$ cat src/design/grt_pkg.sv
// ----------------------------------------------------------------------------
// grt_pkg
// Shared types and constants for the grid ray trace engine.
// ----------------------------------------------------------------------------
package grt_pkg;
  localparam int unsigned GridSizeDef = 256;
  localparam int unsigned CoordW = 12;
  localparam int unsigned CellW = 8;
  localparam int unsigned CfgIdxW = 3;
  localparam int unsigned CfgDataW = 12;
  localparam logic signed [CellW-1:0] MarkHalfUnits = 8'sd7;

  typedef enum logic [1:0] {
    OP_SCAN = 2'd0,
    OP_PROBE = 2'd1,
    OP_PAINT_FREE = 2'd2,
    OP_PAINT_OCC = 2'd3
  } op_e;

  typedef enum logic [2:0] {
    REG_THRESH = 3'd0,
    REG_DEC = 3'd1,
    REG_FLOOR = 3'd2,
    REG_CEIL = 3'd3,
    REG_SCROLL_X = 3'd4,
    REG_SCROLL_Y = 3'd5,
    REG_RANGE = 3'd6
  } reg_e;

  // Classified line job passed from front to back.
  typedef struct packed {
    op_e op;
    logic signed [CoordW-1:0] x0;
    logic signed [CoordW-1:0] y0;
    logic signed [CoordW-1:0] x1;
    logic signed [CoordW-1:0] y1;
    logic [CoordW:0] dx2;          // 2*|dx|, up to 8190
    logic [CoordW:0] dy2;          // 2*|dy|
    logic sx_neg;
    logic sy_neg;
    logic x_major;
    logic mark_ok;                 // scan end in range and nonzero length
  } job_t;

  typedef enum logic [3:0] {
    BK_CLEAR,
    BK_IDLE,
    BK_RD,
    BK_WAIT,
    BK_WR,
    BK_MRD,
    BK_MWAIT,
    BK_MWR,
    BK_DONE
  } bk_state_e;
endpackage

$ cat src/design/grt_front.sv
// ----------------------------------------------------------------------------
// grt_front
// Accepts requests, computes line deltas and scan range check.
// ----------------------------------------------------------------------------
module grt_front import grt_pkg::*; (
  input  logic                     clk_i,
  input  logic                     rst_ni,
  input  logic                     valid_i,
  output logic                     stall_o,
  input  logic [1:0]               opcode_i,
  input  logic signed [CoordW-1:0] start_x_i,
  input  logic signed [CoordW-1:0] start_y_i,
  input  logic signed [CoordW-1:0] end_x_i,
  input  logic signed [CoordW-1:0] end_y_i,
  input  logic [11:0]              range_i,
  output logic                     job_valid_o,
  input  logic                     job_ready_i,
  output job_t                     job_o
);
  // stage 0: deltas; stage 1: squares; stage 2: sum and compare
  logic [1:0] phase_q, phase_d;
  job_t job_q, job_d;
  logic [CoordW:0] adx_q, ady_q, adx_d, ady_d;
  logic [2*CoordW+1:0] sqx_q, sqy_q, sqx_d, sqy_d;
  logic signed [CoordW:0] ddx, ddy;

  assign stall_o = (phase_q != 2'd0);
  assign job_valid_o = (phase_q == 2'd3);
  assign job_o = job_q;

  always_comb begin
    phase_d = phase_q;
    job_d = job_q;
    adx_d = adx_q;
    ady_d = ady_q;
    sqx_d = sqx_q;
    sqy_d = sqy_q;
    ddx = {end_x_i[CoordW-1], end_x_i} - {start_x_i[CoordW-1], start_x_i};
    ddy = {end_y_i[CoordW-1], end_y_i} - {start_y_i[CoordW-1], start_y_i};
    unique case (phase_q)
      2'd0: if (valid_i) begin
        job_d.op = op_e'(opcode_i);
        job_d.x0 = start_x_i;
        job_d.y0 = start_y_i;
        job_d.x1 = end_x_i;
        job_d.y1 = end_y_i;
        job_d.sx_neg = ddx[CoordW];
        job_d.sy_neg = ddy[CoordW];
        adx_d = ddx[CoordW] ? -ddx : ddx;
        ady_d = ddy[CoordW] ? -ddy : ddy;
        phase_d = 2'd1;
      end
      2'd1: begin
        job_d.dx2 = {adx_q[CoordW-1:0], 1'b0};
        job_d.dy2 = {ady_q[CoordW-1:0], 1'b0};
        job_d.x_major = (adx_q > ady_q);
        sqx_d = (2*CoordW+2)'(adx_q * adx_q);
        sqy_d = (2*CoordW+2)'(ady_q * ady_q);
        phase_d = 2'd2;
      end
      2'd2: begin
        job_d.mark_ok = ((sqx_q + sqy_q) != '0) &&
                        ({1'b0, sqx_q + sqy_q} < (2*CoordW+3)'(range_i * range_i));
        phase_d = 2'd3;
      end
      default: if (job_ready_i) begin
        phase_d = 2'd0;
      end
    endcase
  end

  always_ff @(posedge clk_i or negedge rst_ni) begin
    if (!rst_ni) begin
      phase_q <= 2'd0;
    end else begin
      phase_q <= phase_d;
    end
  end

  always_ff @(posedge clk_i) begin
    job_q <= job_d;
    adx_q <= adx_d;
    ady_q <= ady_d;
    sqx_q <= sqx_d;
    sqy_q <= sqy_d;
  end
endmodule

$ cat config.mk
export PLATFORM = sky130hd
export DESIGN_NAME = grt_front
export DESIGN_NICKNAME = d
export VERILOG_FILES = /design/src/design/grt_pkg.sv /design/src/design/grt_front.sv
export SDC_FILE = /design/constraint.sdc
export NUM_CORES = 1
export LEC_CHECK = 0
export BUFFER_PORTS_ARGS = -buffer_cell sky130_fd_sc_hd__buf_4
export CORE_UTILIZATION = 68
export DETAILED_ROUTE_END_ITERATION = 16
export MAX_ROUTING_LAYER = met4
export PLACE_DENSITY = 0.85
export RECOVER_POWER = 25
export SETUP_SLACK_MARGIN = 0.02
export SYNTH_ARGS = -nofsm -noshare
export SYNTH_HDL_FRONTEND = slang
export SYNTH_SLANG_ARGS = --single-unit
$ cat constraint.sdc
create_clock -name clk_i -period 9.5 [get_ports clk_i]
set_clock_uncertainty 0.05 [all_clocks]
set_input_delay 1.9 -clock clk_i [delete_from_list [all_inputs] [get_ports clk_i]]
set_output_delay 1.9 -clock clk_i [all_outputs]
set_load 0.02 [all_outputs]
==> results of run 1 <==
cell families after synthesis:
| kind of cell | share of synthesized area |
|---|---|
| flops | 0.220 |
| buf+inv | 0.0893 |
| fa+ha+maj | 0.435 |
| simple gates | 0.111 |
| xor+xnor | 0.0542 |
| mux | 0.00375 |
| other cells | 0.000179 |
| compound gates | 0.0869 |
worst max path at each step:
stage / slack [ns] / depth (start not counted) / from / endpoint
6_report: 1.58 / 26 / range_i[2] / job_o[0]
3_5_place_dp: 1.23 / 26 / range_i[2] / job_o[0]
4_1_cts: 1.64 / 26 / range_i[2] / job_o[0]
5_1_grt: 1.25 / 26 / range_i[2] / job_o[0]
2_1_floorplan: 1.69 / 26 / range_i[11] / job_o[0]
3_3_place_gp: 1.45 / 26 / range_i[2] / job_o[0]
cell usage in the layout, fill, tap and decap left out, types with 28 or more instances in the layout:
cell,n
buf_4,94
a21oi_1,74
clkbuf_4,28
xnor2_1,83
o21ai_0,40
ha_1,286
edfxtp_1,152
xor2_1,47
and2_1,100
nor2_1,125
nand2_1,104
inv_1,449
a21o_1,38
fa_1,278
stage by stage:
step / std cells / area (um2) / utilization / hold WS, ns
finish: 2616 / 23000 / 0.765 / 0.527
global route: 2616 / 23000 / 0.765 / 0.556
CTS: 2616 / 23100 / 0.769 / 0.527
detailed placement: 2584 / 22500 / 0.748 / 0.512
global placement: 2584 / 22500 / 0.748 / 0.500
floorplan: 2084 / 21000 / - / 0.374
synthesized netlist by cell type, types with 16 or more instances:
| cell type | count |
|---|---|
| xnor2_1 | 83 |
| clkbuf_1 | 31 |
| and2_1 | 101 |
| edfxtp_1 | 152 |
| nor3_1 | 16 |
| nor2_1 | 125 |
| a21o_1 | 38 |
| o21bai_1 | 19 |
| xor2_1 | 47 |
| o21a_1 | 17 |
| ha_1 | 286 |
| o21ai_0 | 40 |
| nand2_1 | 104 |
| fa_1 | 278 |
| nand3_1 | 16 |
| a21oi_1 | 74 |
| inv_1 | 449 |
per-layer routing:
layer / wire, um / track usage
met3: 2990 / 0.0491
met4: 1640 / 0.124
met5: 0 / -
met2: 23800 / 0.560
met1: 17300 / 0.354
registers in the layout, indices dropped and copies added (netlist names):
name,count
sqy_q,25
ady_q,13
adx_q,13
job_o,76
sqx_q,25
phase_q,2
layout make-up:
| type | instances | area [um2] |
|---|---|---|
| well taps | 390 | 488 |
| clock buffers | 17 | 425 |
| inverters | 461 | 1730 |
| multi-input cells | 1434 | 14500 |
| flip-flops and latches | 154 | 4610 |
| clock inverters | 15 | 201 |
| repair buffers | 145 | 1000 |
| fillers | 2004 | 7050 |
==> results.py, run 1 <==
metrics = {
    "finish": {
        "final_layout_size_suffix_gt1_frac": 0.0849,
        "final_nets": 2843,
        "synthToLayoutAreaGrowth_pct": 9.41,
        "diodes": 0,
    },
    "floorplanning": {
        "coreArea_mm2": 0.0300,
        "core.rowCount": 63,
        "initial_utilization": 0.699,
        "io_pins": 148,
        "die_x_um": 178,
        "die_y_um": 178,
        "dieArea_mm2": 0.0316,
    },
    "grt": {
        "grt_pass1_vias": 16440,
        "grt.overflow.total": 0,
        "antenna_found_initial": 0,
        "grt_pass1_wl_mm": 75.3,
        "track_usage": 0.315,
        "grt_start_max_net_pins": 81,
    },
    "timing": {
        "fmax_mhz": 126,
        "finalWorstPathRequiredPeriod_ns": 7.92,
        "rsz0062_at_grt": "no",
        "report.final.slew_viol_count": 75,
        "layout_setup_ws_ns": 1.58,
        "timing.final.crit_share": 0.834,
        "finalSetupViolations": 0,
        "relSlewSlack": -1.26,
        "final-hold-violation-count": 0,
        "fin_setup_tns_ns": 0,
        "worst_slew_pin_slew_ns": 3.40,
    },
    "worst_setup_path": {
        "crit_type": "input port to register",
        "r2r-start": "ady_q[1]",
        "cp.required_ns": 9.75,
        "cp_num_buf_inv": 5,
        "r2r_cells": 19,
        "start_kind": "input port",
        "slowest_stage": "fa_1",
        "critPathCaptureType": "register",
        "cpMostUsedCell": "fa_1",
        "crit_fanout": 13,
        "ff2ff_setup_slack_ns": 2.83,
        "r2r-end": "sqy_q[23]",
        "slowest_delay_ns": 0.55,
        "worstPathArrival_ns": 8.18,
        "crit_family": "adder cells",
    },
    "job": {
        "cap_violations": 1,
    },
    "detailed_routing": {
        "dr.pass1.iters": 5,
        "drc": 0,
        "viasPerCell": 5.80,
        "wirelength_mm": 45.7,
        "drt_first_iter_violations": 853,
        "vias": 15171,
        "avgRoutedWirePerCell_um": 17.5,
        "postRouteAntennaNets": 0,
    },
    "synthesis": {
        "synth_cell_types": 70,
        "synthArstFlopShare": 0.0130,
        "yosys.area.top_type_share": 0.265,
        "syn_area_mm2": 0.0210,
        "ys.flop_type": "edfxtp_1",
        "synth_edf_count": 152,
        "ys_ff_latch": 154,
        "ys_top_cells_by_area": "fa_1 26%, edfxtp_1 22%, ha_1 17%",
        "syn_inst": 2083,
        "ys_seq_area_frac": 0.220,
        "yosysWarnings": 0,
        "postSynthAreaPerCell_um2": 10.1,
        "synth_top_area_cell": "fa_1",
    },
    "clock_network": {
        "clk_path_buf_depth": 2,
        "postCtsHoldBufs": 0,
        "post_cts_resize_count": 0,
        "insertion_delay_ns": 0.44,
        "clock-sinks": 154,
        "post_cts_buffers": 0,
        "clk_pin_slew_ns": 0.07,
        "cts_root_buf": "clkbuf_16",
        "cts_tree": "built",
        "numCtsBuffers": 17,
        "cts_max_level": 4,
    },
    "worst_hold_path": {
        "min_to": "phase_q[1]",
        "min_path_type": "register to register",
        "min_from": "phase_q[1]",
        "holdPathStages": 1,
    },
    "placed_design": {
        "port_buffers": 145,
        "dp_slack_ns": 1.23,
        "gp_congestion": 0.914,
        "dp_hpwl_mm": 36.6,
    },
    "outcome": {
        "run_status": "finished with violations",
        "violations": "capacitance limit, slew limit",
    },
}
Power of run 1 is left out: the tool's default activity adds up to more than one toggle a clock period on the data nets, which glitch-free logic cannot reach.
==> inputs of run 2 (changes only) <==
--- a/config.mk
+++ b/config.mk
@@ -6,10 +6,10 @@
 export NUM_CORES = 1
 export LEC_CHECK = 0
 export BUFFER_PORTS_ARGS = -buffer_cell sky130_fd_sc_hd__buf_4
-export CORE_UTILIZATION = 68
+export CORE_UTILIZATION = 57
 export DETAILED_ROUTE_END_ITERATION = 16
 export MAX_ROUTING_LAYER = met4
-export PLACE_DENSITY = 0.85
+export PLACE_DENSITY = 0.76
 export RECOVER_POWER = 25
 export SETUP_SLACK_MARGIN = 0.02
 export SYNTH_ARGS = -nofsm -noshare
==> constraint.sdc (replaced) <==
create_clock -name clk_i -period 7.27 [get_ports clk_i]
set_clock_uncertainty 0.05 [all_clocks]
set_input_delay 1.454 -clock clk_i [delete_from_list [all_inputs] [get_ports clk_i]]
set_output_delay 1.454 -clock clk_i [all_outputs]
set_load 0.02 [all_outputs]
==> results.py, run 2 (same netlist as run 1, synthesis figures left out) <==
metrics = {
    "clock_network": {
        "cts_max_level": 4,
        "cts_root_buf": "clkbuf_16",
        "cts_tree": "built",
        "clock-sinks": 154,
        "clk_pin_slew_ns": 0.07,
        "insertion_delay_ns": 0.44,
        "numCtsBuffers": 17,
        "clk_path_buf_depth": 2,
    },
    "placed_design": {
        "gp_congestion": 0.890,
        "port_buffers": 145,
        "dp_hpwl_mm": 36.8,
        "placed_cell_area_mm2": 0.0231,
        "dp_slack_ns": -0.339,
    },
    "job": {
        "cap_violations": 1,
    },
    "grt": {
        "antenna_found_initial": 1,
        "grt_start_max_net_pins": 81,
        "grt_pass1_vias": 16214,
        "grt_pass1_wl_mm": 74.8,
        "grt.overflow.total": 0,
        "track_usage": 0.253,
    },
    "timing": {
        "finalSetupViolations": 0,
        "final-hold-violation-count": 0,
        "report.final.slew_viol_count": 75,
        "relSlewSlack": -1.21,
        "fmax_mhz": 141,
        "layout_setup_ws_ns": 0.155,
        "timing.final.crit_share": 0.979,
        "finalWorstPathRequiredPeriod_ns": 7.11,
        "worst_slew_pin_slew_ns": 3.32,
    },
    "floorplanning": {
        "core.rowCount": 69,
        "coreArea_mm2": 0.0359,
        "io_pins": 148,
        "die_y_um": 194,
        "dieArea_mm2": 0.0376,
        "die_x_um": 194,
        "initial_utilization": 0.585,
    },
    "finish": {
        "final_layout_size_suffix_gt1_frac": 0.113,
        "synthToLayoutAreaGrowth_pct": 12.3,
        "layout_common_cells": "449 x inv_1, 283 x ha_1, 277 x fa_1, 152 x edfxtp_1, 150 x buf_4",
        "fill_cells": 2858,
        "design_area_mm2": 0.0236,
        "final_common_cell": "inv_1",
        "final_nets": 2908,
        "largest_reg_flops": 76,
    },
    "detailed_routing": {
        "avgRoutedWirePerCell_um": 16.0,
        "dr.pass1.iters": 5,
        "vias": 14800,
        "drc": 0,
        "viasPerCell": 5.37,
        "postRouteAntennaNets": 0,
        "wirelength_mm": 44.0,
        "drt_first_iter_violations": 619,
    },
    "worst_setup_path": {
        "critPathCaptureType": "register",
        "cp.required_ns": 7.40,
        "start_kind": "input port",
        "crit_type": "input port to register",
        "worstPathArrival_ns": 7.24,
        "crit_fanout": 6,
        "r2r_cells": 19,
    },
    "outcome": {
        "run_status": "finished with violations",
        "violations": "capacitance limit, slew limit",
    },
    "worst_hold_path": {
        "holdPathStages": 1,
        "min_path_type": "register to register",
    },
}
[run 2: cell count changes in the layout (fill, tap and decap cells not counted), sizes merged]
| cell | before | now |
|---|---|---|
| buf | 94 | 151 |
| clkbuf | 68 | 76 |
| diode | 0 | 2 |
| bufinv | 2 | 1 |
| clkinv | 15 | 14 |
| clkinvlp | 1 | 2 |
| inv | 458 | 459 |
[run 2: path summary, 6_finish.rpt]
| path | startpoint | endpoint | slack [ns] |
|---|---|---|---|
| min in group asynchronous | rst_ni | phase_q[1] | 0.75 |
| setup / recovery | range_i[2] | job_o[0] | 0.16 |
| hold reg to reg | phase_q[0] | phase_q[0] | 0.56 |
| max in group asynchronous | rst_ni | phase_q[0] | 6.28 |
| setup reg to reg | adx_q[1] | sqx_q[23] | 0.33 |
| hold / removal | phase_q[0] | phase_q[0] | 0.56 |
[run 2: worst max-delay path: stages]
cell and delay, ns:
buf_4 0.13, and2_4 0.15, inv_1 0.05, fa_1 0.54, inv_1 0.05, fa_1 0.47
fa_1 0.51, fa_1 0.54, inv_1 0.06, fa_1 0.52, inv_1 0.06, ha_4 0.25
nand2_1 0.09, and2_1 0.17, o211ai_1 0.13, a211o_1 0.29, a31o_2 0.24, a21oi_2 0.14
xor2_1 0.08, ha_1 0.32, nand4_1 0.13, nor4_2 0.30, a21oi_1 0.11, o211ai_1 0.20
a211oi_1 0.10, o311a_1 0.13
[run 2: area by class of cell]
class / instances / area (um2) / area share
Clock buffer: 17 / 425 / 0.0180
Tap cell: 461 / 577 / 0.0245
Antenna cell: 2 / 5.00 / 0.000212
Sequential cell: 154 / 4610 / 0.196
Inverter: 461 / 1730 / 0.0734
Timing Repair Buffer: 210 / 1480 / 0.0628
Clock inverter: 15 / 140 / 0.00594
Multi-Input combinational cell: 1434 / 14600 / 0.620
[run 2: layer usage]
layer	track usage	part of all wire	up-vias
met2	0.438	0.50	350
met1	0.297	0.43	7224
met4	0.0808	0.028	0
li1	-	-	7142
met5	-	0	-
met3	0.0463	0.047	84
[run 2: repair_timing]
action | in CTS | in global routing
setup endpoints to repair | 0 | 1
setup buffers | 0 | 1
hold buffers | 0 | 0
endpoints found under the hold margin | 0 | 0
resized for setup | 0 | 12
[run 2: metrics by stage]
stage | hold slack, ns | setup TNS [ns] | util | std cells
floorplan | 0.374 | 0 | - | 2084
global placement | 0.494 | -0.205 | 0.642 | 2719
detailed placement | 0.544 | -0.339 | 0.642 | 2719
CTS | 0.554 | 0 | 0.658 | 2751
global route | 0.586 | -0.0895 | 0.657 | 2753
finish | 0.558 | 0 | 0.657 | 2754
Power of run 2 is left out for the same reason.
==> inputs of run 3 (changes only) <==
--- a/config.mk
+++ b/config.mk
@@ -5,13 +5,15 @@
 export SDC_FILE = /design/constraint.sdc
 export NUM_CORES = 1
 export LEC_CHECK = 0
+export ABC_CLOCK_PERIOD_IN_PS = 8600
 export BUFFER_PORTS_ARGS = -buffer_cell sky130_fd_sc_hd__buf_4
-export CORE_UTILIZATION = 57
+export CORE_UTILIZATION = 68
 export DETAILED_ROUTE_END_ITERATION = 16
 export MAX_ROUTING_LAYER = met4
-export PLACE_DENSITY = 0.76
+export PLACE_DENSITY = 0.85
 export RECOVER_POWER = 25
 export SETUP_SLACK_MARGIN = 0.02
+export SKIP_LAST_GASP = 1
 export SYNTH_ARGS = -nofsm -noshare
 export SYNTH_HDL_FRONTEND = slang
 export SYNTH_SLANG_ARGS = --single-unit
==> constraint.sdc (replaced) <==
create_clock -name clk_i -period 8.6 [get_ports clk_i]
set_clock_uncertainty 0.05 [all_clocks]
set_input_delay 1.72 -clock clk_i [delete_from_list [all_inputs] [get_ports clk_i]]
set_output_delay 1.72 -clock clk_i [all_outputs]
set_load 0.02 [all_outputs]
==> results.py, run 3 (same netlist as run 1, synthesis figures left out) <==
metrics = {
    "outcome": {
        "run_status": "finished with violations",
        "violations": "capacitance limit, slew limit",
    },
    "grt": {
        "grt.overflow.total": 0,
        "grt_start_max_net_pins": 81,
        "grt_pass1_vias": 16280,
        "track_usage": 0.311,
        "grt_pass1_wl_mm": 74.7,
        "antenna_found_initial": 0,
    },
    "worst_setup_path": {
        "crit_fanout": 13,
        "crit_type": "input port to register",
        "worstPathArrival_ns": 7.99,
        "critPathCaptureType": "register",
        "cp.required_ns": 8.86,
        "start_kind": "input port",
    },
    "floorplanning": {
        "io_pins": 148,
        "core.rowCount": 63,
        "die_x_um": 178,
        "initial_utilization": 0.699,
        "coreArea_mm2": 0.0300,
        "dieArea_mm2": 0.0316,
        "die_y_um": 178,
    },
    "clock_network": {
        "postCtsHoldBufs": 0,
        "cts_tree": "built",
        "clock-sinks": 154,
        "post_cts_buffers": 0,
        "clk_path_buf_depth": 2,
        "cts_root_buf": "clkbuf_16",
        "post_cts_resize_count": 0,
        "clk_pin_slew_ns": 0.07,
        "numCtsBuffers": 17,
        "cts_max_level": 4,
        "insertion_delay_ns": 0.44,
    },
    "finish": {
        "largest_reg_flops": 76,
        "diodes": 0,
        "final_common_cell": "inv_1",
        "synthToLayoutAreaGrowth_pct": 9.07,
        "final_nets": 2843,
        "layout_common_cells": "449 x inv_1, 286 x ha_1, 278 x fa_1, 152 x edfxtp_1, 125 x nor2_1",
        "final_layout_size_suffix_gt1_frac": 0.0845,
    },
    "placed_design": {
        "port_buffers": 145,
        "dp_hpwl_mm": 37.0,
        "gp_congestion": 0.914,
    },
    "timing": {
        "report.final.slew_viol_count": 75,
        "worst_slew_pin_slew_ns": 3.35,
        "rsz0062_at_grt": "no",
        "finalWorstPathRequiredPeriod_ns": 7.72,
        "fmax_mhz": 129,
        "fin_setup_tns_ns": 0,
        "relSlewSlack": -1.23,
        "finalSetupViolations": 0,
        "timing.final.crit_share": 0.898,
        "final-hold-violation-count": 0,
    },
    "detailed_routing": {
        "drc": 0,
        "avgRoutedWirePerCell_um": 17.3,
        "drt_first_iter_violations": 923,
        "dr.pass1.iters": 5,
        "postRouteAntennaNets": 0,
        "wirelength_mm": 45.2,
        "viasPerCell": 5.78,
        "vias": 15109,
    },
    "worst_hold_path": {
        "min_path_type": "register to register",
    },
    "job": {
        "cap_violations": 1,
    },
}
==> run 3: routing by layer <==
layer | vias up | part of all wire | GRT usage
li1 | 7008 | - | -
met1 | 7411 | 0.39 | 0.347
met2 | 540 | 0.51 | 0.547
met3 | 150 | 0.062 | 0.0596
met4 | 0 | 0.038 | 0.125
met5 | - | 0 | -
==> run 3: worst paths after layout <==
kind	slack, ns	cells past startpoint	endpoint	startpoint
min in group asynchronous	1.02	1	phase_q[0]	rst_ni
worst min register to register	0.53	1	phase_q[1]	phase_q[1]
max in group asynchronous	7.33	1	phase_q[1]	rst_ni
worst max register to register	1.90	19	sqx_q[23]	adx_q[3]
worst max-delay path	0.88	26	job_o[0]	range_i[2]
worst min-delay path	0.53	1	phase_q[1]	phase_q[1]
==> run 3: final cells by class <==
class                   instances  area, um2
fillers                      1999       7120
repair buffers                145       1000
multi-input cells            1434      14500
inverters                     461       1730
flip-flops and latches        154       4610
well taps                     390        488
clock inverters                14        126
clock buffers                  18        429
==> run 3: worst max-delay path, stage by stage <==
cell and delay, ns:
buf_4 0.18, and2_1 0.18, inv_1 0.06, fa_1 0.53, inv_1 0.06, fa_1 0.51
fa_1 0.52, fa_1 0.54, inv_1 0.05, fa_1 0.53, inv_1 0.05, ha_1 0.36
nand2_1 0.11, and2_1 0.15, o211ai_1 0.14, a211o_1 0.34, a31o_2 0.24, a21oi_1 0.19
xor2_1 0.17, ha_1 0.27, a21oi_1 0.17, o31ai_1 0.12, a21oi_1 0.17, o211ai_1 0.11
a211oi_1 0.27, o311a_1 0.20
==> run 3: through the flow <==
stage / setup slack (ns) / instances / area (um2) / hold slack, ns / utilization
floorplan: 0.972 / 2084 / 21000 / 0.374 / -
global placement: 0.734 / 2584 / 22500 / 0.500 / 0.748
detailed placement: 0.505 / 2584 / 22500 / 0.510 / 0.748
CTS: 0.933 / 2616 / 23000 / 0.525 / 0.766
global route: 0.546 / 2616 / 22900 / 0.557 / 0.763
finish: 0.876 / 2616 / 22900 / 0.530 / 0.763
Power of run 3 is left out for the same reason.
